### config.mk
export PLATFORM = sky130hd
export DESIGN_NAME = tmps_index
export DESIGN_NICKNAME = d
export VERILOG_FILES = /design/src/hdl/tmps_pkg.sv /design/src/hdl/tmps_index.sv
export SDC_FILE = /design/constraint.sdc
export NUM_CORES = 1
export LEC_CHECK = 0
export BUFFER_PORTS_ARGS = -buffer_cell sky130_fd_sc_hd__buf_2
export CAP_MARGIN = 20
export CORE_MARGIN = 1
export CORE_UTILIZATION = 45
export DETAILED_ROUTE_END_ITERATION = 16
export PLACE_DENSITY = 0.81
export SETUP_SLACK_MARGIN = 0.15
export SYNTH_ARGS = -nofsm -noshare
export SYNTH_HDL_FRONTEND = slang
export SYNTH_SLANG_ARGS = --single-unit
### constraint.sdc
create_clock -name clk -period 5.6 [get_ports clk]
set_clock_uncertainty 0.05 [all_clocks]
set_input_delay 0.28 -clock clk [delete_from_list [all_inputs] [get_ports clk]]
set_output_delay 0.28 -clock clk [all_outputs]
set_load 0.01 [all_outputs]
### src/hdl/tmps_pkg.sv
// Shared types and constants for the triangle maximum path sum block.
// No dependencies.
package tmps_pkg;

  localparam int VALUE_W = 16;
  localparam int SUM_W   = 24;
  localparam logic [SUM_W-1:0] SUM_MAX = {SUM_W{1'b1}};

  typedef enum logic [1:0] {
    STATUS_OK       = 2'd0,
    STATUS_PARTIAL  = 2'd1,
    STATUS_TOO_MANY = 2'd2
  } status_t;

  // One item as handed from the index tracker to the update stage.
  typedef struct packed {
    logic [VALUE_W-1:0] value;
    logic               last;
    logic               skip;      // row beyond the store: no sum, no write
    logic               use_here;  // the entry directly above exists
    logic               col_zero;
    status_t            status;    // meaningful on a last item only
  } item_t;

endpackage

### src/hdl/tmps_index.sv
// Row and column tracking at item accept; classifies each item.
// Depends on tmps_pkg.
module tmps_index
  import tmps_pkg::*;
#(
  parameter int MAX_ROWS = 256,
  parameter int AW       = 8,
  parameter int RW       = 9
) (
  input  logic               clk,
  input  logic               rst_n,
  input  logic               acc,
  input  logic [VALUE_W-1:0] value,
  input  logic               last,
  output item_t              item,
  output logic [AW-1:0]      col
);

  logic [AW-1:0] col_r, col_nxt;
  logic [RW-1:0] row_r, row_nxt;
  logic          ovf_r, ovf_nxt;
  logic          skip;
  logic          ended;
  logic          use_here;

  assign skip     = (row_r == RW'(MAX_ROWS));
  assign use_here = (RW'(col_r) < row_r);
  assign ended    = !skip && !use_here;

  always_comb begin
    col_nxt = col_r;
    row_nxt = row_r;
    ovf_nxt = ovf_r;
    if (acc) begin
      if (skip) begin
        ovf_nxt = 1'b1;
      end else if (ended) begin
        row_nxt = row_r + 1'b1;
        col_nxt = '0;
      end else begin
        col_nxt = col_r + 1'b1;
      end
      // last item: start over for the next triangle
      if (last) begin
        col_nxt = '0;
        row_nxt = '0;
        ovf_nxt = 1'b0;
      end
    end
  end

  always_ff @(posedge clk) begin
    if (!rst_n) begin
      col_r <= '0;
      row_r <= '0;
      ovf_r <= 1'b0;
    end else begin
      col_r <= col_nxt;
      row_r <= row_nxt;
      ovf_r <= ovf_nxt;
    end
  end

  always_comb begin
    item.value    = value;
    item.last     = last;
    item.skip     = skip;
    item.use_here = !skip && use_here;
    item.col_zero = (col_r == '0);
    if (ovf_r || skip) begin
      item.status = STATUS_TOO_MANY;
    end else if (!ended) begin
      item.status = STATUS_PARTIAL;
    end else begin
      item.status = STATUS_OK;
    end
  end

  assign col = col_r;

endmodule

==> impl_metrics.toml <==
[worst_hold_path]
hold_path.class = "in -> reg"

[sta]
timing.final.max_slew_violations = 0
fmax_mhz = 404
layout_min_cycle_time_ns = 2.48
setup_viol_count_final = 0
worstMarginPinSlew_ns = 0.808
max_slew_margin_pct = 46.0
rsz0062_at_grt = "false"
tns_ns = 0
report.final.hold_viol_count = 0
post-route-period-util_pct = 44.2

[global_route]
largest_net_degree_at_the_start_of_global_routing = 14
grt_overflow_total = 0
number_of_antenna_violations_at_the_first_check_in_global_routing = 0
first_global_vias = 1139
grt_pass1_wl_um = 5100
global_route.usage.total_pct = 19.4

[synthesis]
synthDominantAreaCellType = "dfxtp_1"
postSynthNetCount = 209
postSynthAreaPerCell_um2 = 8.42
synthFlopType = "dfxtp_1"
synth-edff-count = 0
synth_sequential_area_ratio_pct = 24.0
post_synth_inst_count = 178
yosys_warnings = 0
synth-seq-cells = 18
netlist_top_cells_count = "buf_4 (18), dfxtp_1 (18), nand2_1 (15)"
netlist.area_leader.share_pct = 24.0
synth.distinct_cells = 47
syn-cell-area_um2 = 1500
synth_area_leaders = "dfxtp_1 (24%), ha_1 (9.2%), buf_4 (9.0%)"
ys_async_sr_fraction_pct = 0

[final_layout]
area_delta_synth_final_pct = -0.668
n_antenna_cell = 0
final_nets = 208
final_layout_size_suffix_gt1_share_pct = 21.6
nFillCells = 304

[pwr]
ir_drop_v = 0.0000873
power.leakage_nw = 0.573
power_per_cell_area_nw_per_um2 = 164
report.power.total_mw = 0.244

[setup_path]
timing_worst_setup_path_type = "reg -> out"
worst_endpoint_required_time_ns = 5.27
crit_chain = "inv_1 > ha_1 > a211oi_1 > o32a_1 > o21ai_2 > nor2_1 > buf_2"
crit_path_max_cell_delay_ns = 0.44
timing.critical_path.from_type = "register"
critical_path.endpoint_type = "output pin"
timing.critical_path.arrival_ns = 2.15
path_max_fanout = 9
critPathSlowestCell = "dfxtp_1"

[clock_network]
setup_repair_bufs_after_cts = 0
clock_latency_late_sink_ns = 0.30
clock_tree_from_tritoncts = "done"
tritoncts.num_buffers = 3
postCtsHoldBufs = 0
cts_repair_resize_count = 0
cts_max_level = 1
root_cell_of_the_clock_tree = "clkbuf_4"
clock_sink_count = 18
worst_case_clock_buffer_depth = 2
cts.clk_slew.worst_paths_ns = 0.11

[floorplan]
die-area_um2 = 3570
floorplan.io_pins = 50
die_h_um = 59.7
die-width_um = 59.7
floorplan.initialDensity_pct = 48.3
area_of_the_core_um2 = 3100
floorplan.rows = 20

[run]
cap_viol_max_count = 0

[routing]
dr_total_vias = 1294
drt_wl_total_um = 3220
drt-initial-drc-count = 85
length_of_the_first_detailed_routing_pass_in_iterations = 4
remaining_drc_errors = 0
avgViaCountPerCell = 5.88
detail_routed_net_length_per_standard_cell_um = 14.6
drt.antenna.violating_nets = 0

[placed_design]
port_buffers = 17
globalplace.congestion = 0.885
dp_hpwl_um = 2390

[status]
outcome = "finished clean"
[worst max-delay path: cells and delay by family (launching register included)]
family / cells / cell delay, ns
buffers and inverters: 2 / 0.23
flip-flops: 1 / 0.44
AND/OR/NAND/NOR: 1 / 0.11
AO/OA/AOI/OAI: 3 / 0.74
adder cells (fa/ha/maj): 1 / 0.31
[sequential cells by signal, summed over array words and instances (netlist names)]
register and count:
col 8, ovf_r 1, row_r 9
[report_power, final]
group          leakage [nW]  switching (mW)  internal [mW]
logic                 0.407          0.0200        0.00923
clock network        0.0210          0.0451         0.0397
registers             0.145         0.00109          0.129
[placed cells by master, fill, tap and decap left out, types with 2 or more instances in the layout]
cell type,instances
buf_2,17
dfxtp_1,18
o211a_1,2
nor4_1,4
a31oi_1,5
a311oi_1,2
inv_1,13
o31a_1,6
and2_2,2
nand2b_1,2
or2_2,4
nand3_1,12
nor2b_1,2
clkbuf_4,3
ha_1,11
nand4_1,2
a21oi_1,9
or3_1,3
a211oi_1,3
nor3_1,4
nor2_1,8
o21ai_0,4
nand2_1,15
and3_1,3
[worst paths after layout]
kind	from	end	slack (ns)	cells after the start
hold reg to reg	ovf_r	ovf_r	0.46	2
setup / recovery	row_r[6]	item[3]	3.12	7
setup reg to reg	row_r[6]	row_r[6]	3.26	7
hold / removal	rst_n	row_r[3]	0.25	2
[per-stage QoR]
step | setup slack, ns | utilization (%) | std cells | area, um2 | hold slack [ns]
after floorplan | 3.51 | - | 178 | 1500 | 0.415
after global placement | 3.32 | 46.8 | 216 | 1450 | 0.448
after detailed placement | 3.27 | 46.8 | 216 | 1450 | 0.445
after CTS | 3.12 | 48.0 | 220 | 1490 | 0.235
after global routing | 2.95 | 48.0 | 220 | 1490 | 0.230
final | 3.12 | 48.0 | 220 | 1490 | 0.245
[cell type report]
class / instances / area (um2) / share of cell area (%)
multi-input combinational: 124 / 903 / 60.7
sequential: 18 / 360 / 24.2
timing repair buffer: 17 / 85.1 / 5.71
tap: 44 / 55.1 / 3.70
inverter: 13 / 48.8 / 3.28
clock buffer: 4 / 36.3 / 2.44
[kinds of logic (layout without fill, tap and decap cells)]
family | count (synthesis) | after routing | synth area share, %
buffers and inverters | 36 | 34 | 15.7
muxes | 1 | 1 | 0.668
DFF | 18 | 18 | 24.0
adders and majority gates | 11 | 11 | 9.18
and+or+nand+nor | 70 | 70 | 26.4
AOI/OAI and AO/OA | 42 | 42 | 24.0
[metal layers]
metal | wire (um) | share of wire (%) | global-route usage [%] | vias to the layer above
met5 | 0 | 0 | 0 | -
met4 | 42 | 1.3 | 9.97 | 0
met3 | 161 | 5.0 | 2.81 | 6
met2 | 1410 | 44 | 30.0 | 49
met1 | 1610 | 50 | 26.2 | 603
li1 | - | - | - | 636
No activity file was read; power rests on OpenSTA's default activity.
