==> src/hdl/tmps_pkg.sv <==
// Shared types and constants for the triangle maximum path sum block.
// No dependencies.
package tmps_pkg;

  localparam int VALUE_W = 16;
  localparam int SUM_W   = 24;
  localparam logic [SUM_W-1:0] SUM_MAX = {SUM_W{1'b1}};

  typedef enum logic [1:0] {
    STATUS_OK       = 2'd0,
    STATUS_PARTIAL  = 2'd1,
    STATUS_TOO_MANY = 2'd2
  } status_t;

  // One item as handed from the index tracker to the update stage.
  typedef struct packed {
    logic [VALUE_W-1:0] value;
    logic               last;
    logic               skip;      // row beyond the store: no sum, no write
    logic               use_here;  // the entry directly above exists
    logic               col_zero;
    status_t            status;    // meaningful on a last item only
  } item_t;

endpackage

==> src/hdl/tmps_update.sv <==
// Add-max stage: combines the read sum with the left neighbor, writes the store
// back, tracks the row maximum and holds the result register. Depends on tmps_pkg.
module tmps_update
  import tmps_pkg::*;
#(
  parameter int AW = 8
) (
  input  logic             clk,
  input  logic             rst_n,
  input  logic             acc,
  input  item_t            item_in,
  input  logic [AW-1:0]    col_in,
  input  logic [SUM_W-1:0] rdata,
  output logic             we,
  output logic [AW-1:0]    waddr,
  output logic [SUM_W-1:0] wdata,
  output logic             adv,
  output logic             out_valid,
  input  logic             out_stall,
  output logic [SUM_W-1:0] out_best_sum,
  output logic [1:0]       out_status
);

  logic             s1_valid_r, s1_valid_nxt;
  item_t            s1_item_r;
  logic [AW-1:0]    s1_col_r;
  logic [SUM_W-1:0] left_r, left_nxt;
  logic [SUM_W-1:0] best_r, best_nxt;
  logic             ov_r, ov_nxt;
  logic [SUM_W-1:0] ob_r, ob_nxt;
  status_t          os_r, os_nxt;
  logic [SUM_W-1:0] here;
  logic [SUM_W-1:0] above;
  logic [SUM_W:0]   raw;
  logic [SUM_W-1:0] sum;
  logic [SUM_W-1:0] best_upd;
  logic             fire;

  // hold a last item while the result register is still occupied
  assign adv  = !(s1_valid_r && s1_item_r.last && ov_r && out_stall);
  assign fire = s1_valid_r && adv;

  always_comb begin
    here = s1_item_r.use_here ? rdata : '0;
    above = here;
    if (!s1_item_r.col_zero && (left_r > here)) begin
      above = left_r;
    end
    raw = {1'b0, above} + {{(SUM_W-VALUE_W+1){1'b0}}, s1_item_r.value};
    sum = raw[SUM_W] ? SUM_MAX : raw[SUM_W-1:0];
    best_upd = best_r;
    if (!s1_item_r.skip && (s1_item_r.col_zero || (sum > best_r))) begin
      best_upd = sum;
    end
  end

  assign we    = fire && !s1_item_r.skip;
  assign waddr = s1_col_r;
  assign wdata = sum;

  always_comb begin
    s1_valid_nxt = acc ? 1'b1 : (adv ? 1'b0 : s1_valid_r);
    left_nxt = left_r;
    best_nxt = best_r;
    ov_nxt   = ov_r && out_stall;
    ob_nxt   = ob_r;
    os_nxt   = os_r;
    if (fire) begin
      if (!s1_item_r.skip) begin
        left_nxt = here;
      end
      best_nxt = best_upd;
      if (s1_item_r.last) begin
        ov_nxt   = 1'b1;
        ob_nxt   = best_upd;
        os_nxt   = s1_item_r.status;
        left_nxt = '0;
        best_nxt = '0;
      end
    end
  end

  always_ff @(posedge clk) begin
    if (!rst_n) begin
      s1_valid_r <= 1'b0;
      left_r     <= '0;
      best_r     <= '0;
      ov_r       <= 1'b0;
    end else begin
      s1_valid_r <= s1_valid_nxt;
      left_r     <= left_nxt;
      best_r     <= best_nxt;
      ov_r       <= ov_nxt;
    end
  end

  always_ff @(posedge clk) begin
    if (acc) begin
      s1_item_r <= item_in;
      s1_col_r  <= col_in;
    end
    ob_r <= ob_nxt;
    os_r <= os_nxt;
  end

  assign out_valid    = ov_r;
  assign out_best_sum = ob_r;
  assign out_status   = os_r;

endmodule

==> config.mk <==
export PLATFORM = sky130hd
export DESIGN_NAME = tmps_update
export DESIGN_NICKNAME = d
export VERILOG_FILES = /design/src/hdl/tmps_pkg.sv /design/src/hdl/tmps_update.sv
export SDC_FILE = /design/constraint.sdc
export NUM_CORES = 1
export LEC_CHECK = 0
export ABC_AREA = 1
export CAP_MARGIN = 20
export CORE_UTILIZATION = 55
export DETAILED_ROUTE_END_ITERATION = 8
export DONT_BUFFER_PORTS = 1
export MAX_ROUTING_LAYER = met4
export PLACE_DENSITY = 0.79
export SLEW_MARGIN = 20
export SYNTH_ARGS = -nofsm -noshare
export SYNTH_HDL_FRONTEND = slang
export SYNTH_SLANG_ARGS = --single-unit
==> constraint.sdc <==
create_clock -name clk -period 9.85 [get_ports clk]
set_clock_uncertainty 0.05 [all_clocks]
set_input_delay 0.985 -clock clk [delete_from_list [all_inputs] [get_ports clk]]
set_output_delay 0.985 -clock clk [all_outputs]
set_load 0.01 [all_outputs]
==> qor.yml <==
clock_network:
  clockBufferDepth: 2
  cts_hold_buf: 0
  clkTransAtPathRegs_ns: 0.08
  cts.repair_timing.setup_buffer_count: 0
  tritoncts: "built"
  cts_resized: 0
  cts_buffers: 9
  cts_max_level: 3
  clkSinkCount: 106
  insertion_delay_ns: 0.37
  cts-root-buf: "clkbuf_16"
yosys:
  synthCells: 812
  synth_area_leader_cell: "edfxtp_1"
  synthMuxAreaShare: 0
  synth_common_cells: "nand2_1, a21oi_1, inv_1"
  synth_top_family_by_area: "simple AND/OR/NAND/NOR gates"
  ys.flop_type: "edfxtp_1"
  avgSynthCellArea_um2: 8.214
  synth_most_common_cell: "nand2_1"
  yosys-top-cells-area: "edfxtp_1, dfxtp_1, ha_1"
  synth_compound_area_frac: 0.1546
  synth_cell_types: 41
  synth-simple-area-share: 0.2343
  synth-edff-count: 56
  syn_area_mm2: 0.006670
  synth_async_sr_flop_share: 0
  yosysSeqAreaShare: 0.4022
  netlist.area_leader.share: 0.2521
  synth.net_count: 935
  synthAdderAreaFrac: 0.1231
  ys_ff_latch: 106
  synth-xor-area-share: 0.01576
  synth_warnings: 0
placement:
  place_hpwl_um: 11550
  place_congestion: 0.9213
  io_buffers: 0
routing:
  post_drt_wl_per_cell_um: 16.14
  drc: 7
  vias: 5405
  firstDrtPassIters: 7
  wl_um: 15290
  routed_via_density: 5.707
  ant_nets: 0
  drt_iter0_drc: 308
finish:
  area_delta_synth_final_pct: 6.190
  final_util: 0.6099
  fill_cells: 999
  drive_above_1_share: 0.1119
  antenna_cells: 0
  nets: 922
setup_path:
  critPathKind: "reg -> reg"
  cp.required_ns: 10.00
  worstPathMaxFanout: 43
  arrival_ns: 8.03
  worstSetupStartpointType: "flop"
  r2r_cells: 34
  timing.rr.start: "s1_item_r[3]"
  setup.worst_path.end_class: "flop"
  cpMostUsedCell: "nand2_1"
  r2r-end: "out_best_sum[18]"
  critPathSlowestCell: "a21oi_4"
  crit_path_max_incr_delay_ns: 0.73
  r2r_setup_slack_ns: 1.97
floorplan:
  rows: 39
  dieArea_mm2: 0.01257
  ios: 119
  die_height_um: 112.1
  core_mm2: 0.01161
  die_w_um: 112.1
  initial_utilization: 0.5743
timing:
  post-route-period-util: 0.7997
  clock.fmax_mhz: 127.0
  finalSetupTns_ns: 0
  rsz0062_at_grt: "false"
  worstMarginPinSlew_ns: 0.9123
  setup_viol: 0
  slew_headroom: 0.3904
  drv_slew: 0
  hold_viol_final: 0
  period_needed_ns: 7.877
grt:
  grt_pass1_vias: 5204
  antenna_found_initial: 0
  track_usage: 0.2620
  grt_overflow: 0
  grt_pass1_wl_um: 24980
  grt_max_degree: 44
outcome:
  run_status: "finished with violations"
  violations: "DRC"
power_and_ir_drop:
  powerDensity_mw_per_mm2: 198.6
  peakVddDrop_v: 0.0001349
  p_leak_nw: 3.002
worst_hold_path:
  whs_path_depth: 0
  hold_class: "reg -> reg"
  min_to: "out_status[0]"
  min_from: "s1_item_r[0]"
run:
  drv_cap: 0
## kinds of logic after synthesis
kind of cell | count (synthesis)
AND/OR/NAND/NOR | 333
XOR/XNOR | 12
adder cells (fa/ha/maj) | 65
flip-flops | 106
AO/OA/AOI/OAI | 180
buffers and inverters | 116
## through the flow
stage               setup slack (ns)  hold slack (ns)  cells  power, mW  instance area [µm²]
floorplan                      3.458           0.3503    812     0.9375                 6670
global placement               1.893           0.3625    929      1.040                 6748
detailed placement             1.550           0.3562    930      1.053                 6763
CTS                            1.513           0.3754    946      1.409                 7056
global route                   1.187           0.3941    947      1.503                 7083
finish                         1.973           0.3728    947      1.407                 7083
## worst max-delay path, delay by kind of cell, from the launching register on
kind,cells,cell delay [ns]
buffers and inverters,4,0.65
adders and majority gates,4,1.08
DFF,1,0.64
and+or+nand+nor,20,3.24
AOI/OAI and AO/OA,6,2.00
## worst max path at each step
stage | to | cells after the start | slack (ns) | start
after global placement | out_best_sum[18] | 33 | 1.89 | s1_item_r[3]
after floorplan | out_best_sum[20] | 37 | 3.46 | rdata[23]
after CTS | out_best_sum[18] | 33 | 1.51 | s1_item_r[3]
after detailed placement | out_best_sum[18] | 33 | 1.55 | s1_item_r[3]
after global routing | out_best_sum[18] | 33 | 1.19 | s1_item_r[3]
final | out_best_sum[18] | 34 | 1.97 | s1_item_r[3]
## per-layer routing
| metal | GRT usage | wire [µm] |
|---|---|---|
| met1 | 0.3001 | 6288 |
| met2 | 0.4207 | 7232 |
| met3 | 0.09341 | 1311 |
| met4 | 0.1013 | 457 |
| met5 | - | 0 |
## final cells by class
type	count	area, µm²	area share
timing repair buffer	6	72.57	0.01025
sequential	106	2683	0.3787
inverter	86	322.8	0.04558
tap	143	178.9	0.02526
clock inverter	7	67.56	0.009539
clock buffer	9	225.2	0.03180
multi-input combinational	590	3533	0.4989
## sequential cells by signal, summed over array words and instances, names as in the netlist
| signal | cells |
|---|---|
| best_r | 24 |
| left_r | 24 |
| out_best_sum | 24 |
| s1_item_r | 22 |
| waddr | 8 |
| out_status | 2 |
| out_valid | 1 |
| s1_valid_r | 1 |
## power by group
part / leakage, nW / switching (mW) / total, mW / internal [mW]
combinational: 1.91 / 0.344 / 0.523 / 0.179
sequential: 0.947 / 0.0230 / 0.527 / 0.504
clock: 0.142 / 0.178 / 0.357 / 0.179
## layout by cell type, fill, tap and decap left out, types with 4 or more instances in the layout
cell,count
o21ai_2,13
inv_1,79
a21oi_2,7
edfxtp_1,56
nand4_1,12
a211oi_1,4
inv_2,5
o21ai_1,8
o21a_1,6
o21ai_0,34
a21oi_1,94
nor3_1,4
or2_2,4
nand2_1,171
nand2_4,9
clkbuf_16,9
ha_1,64
o211ai_1,6
nand3_1,48
nand2_2,19
buf_4,4
dfxtp_1,50
and2_1,5
nor2_1,50
xor2_1,11
Power figures use the tool's default switching activity.
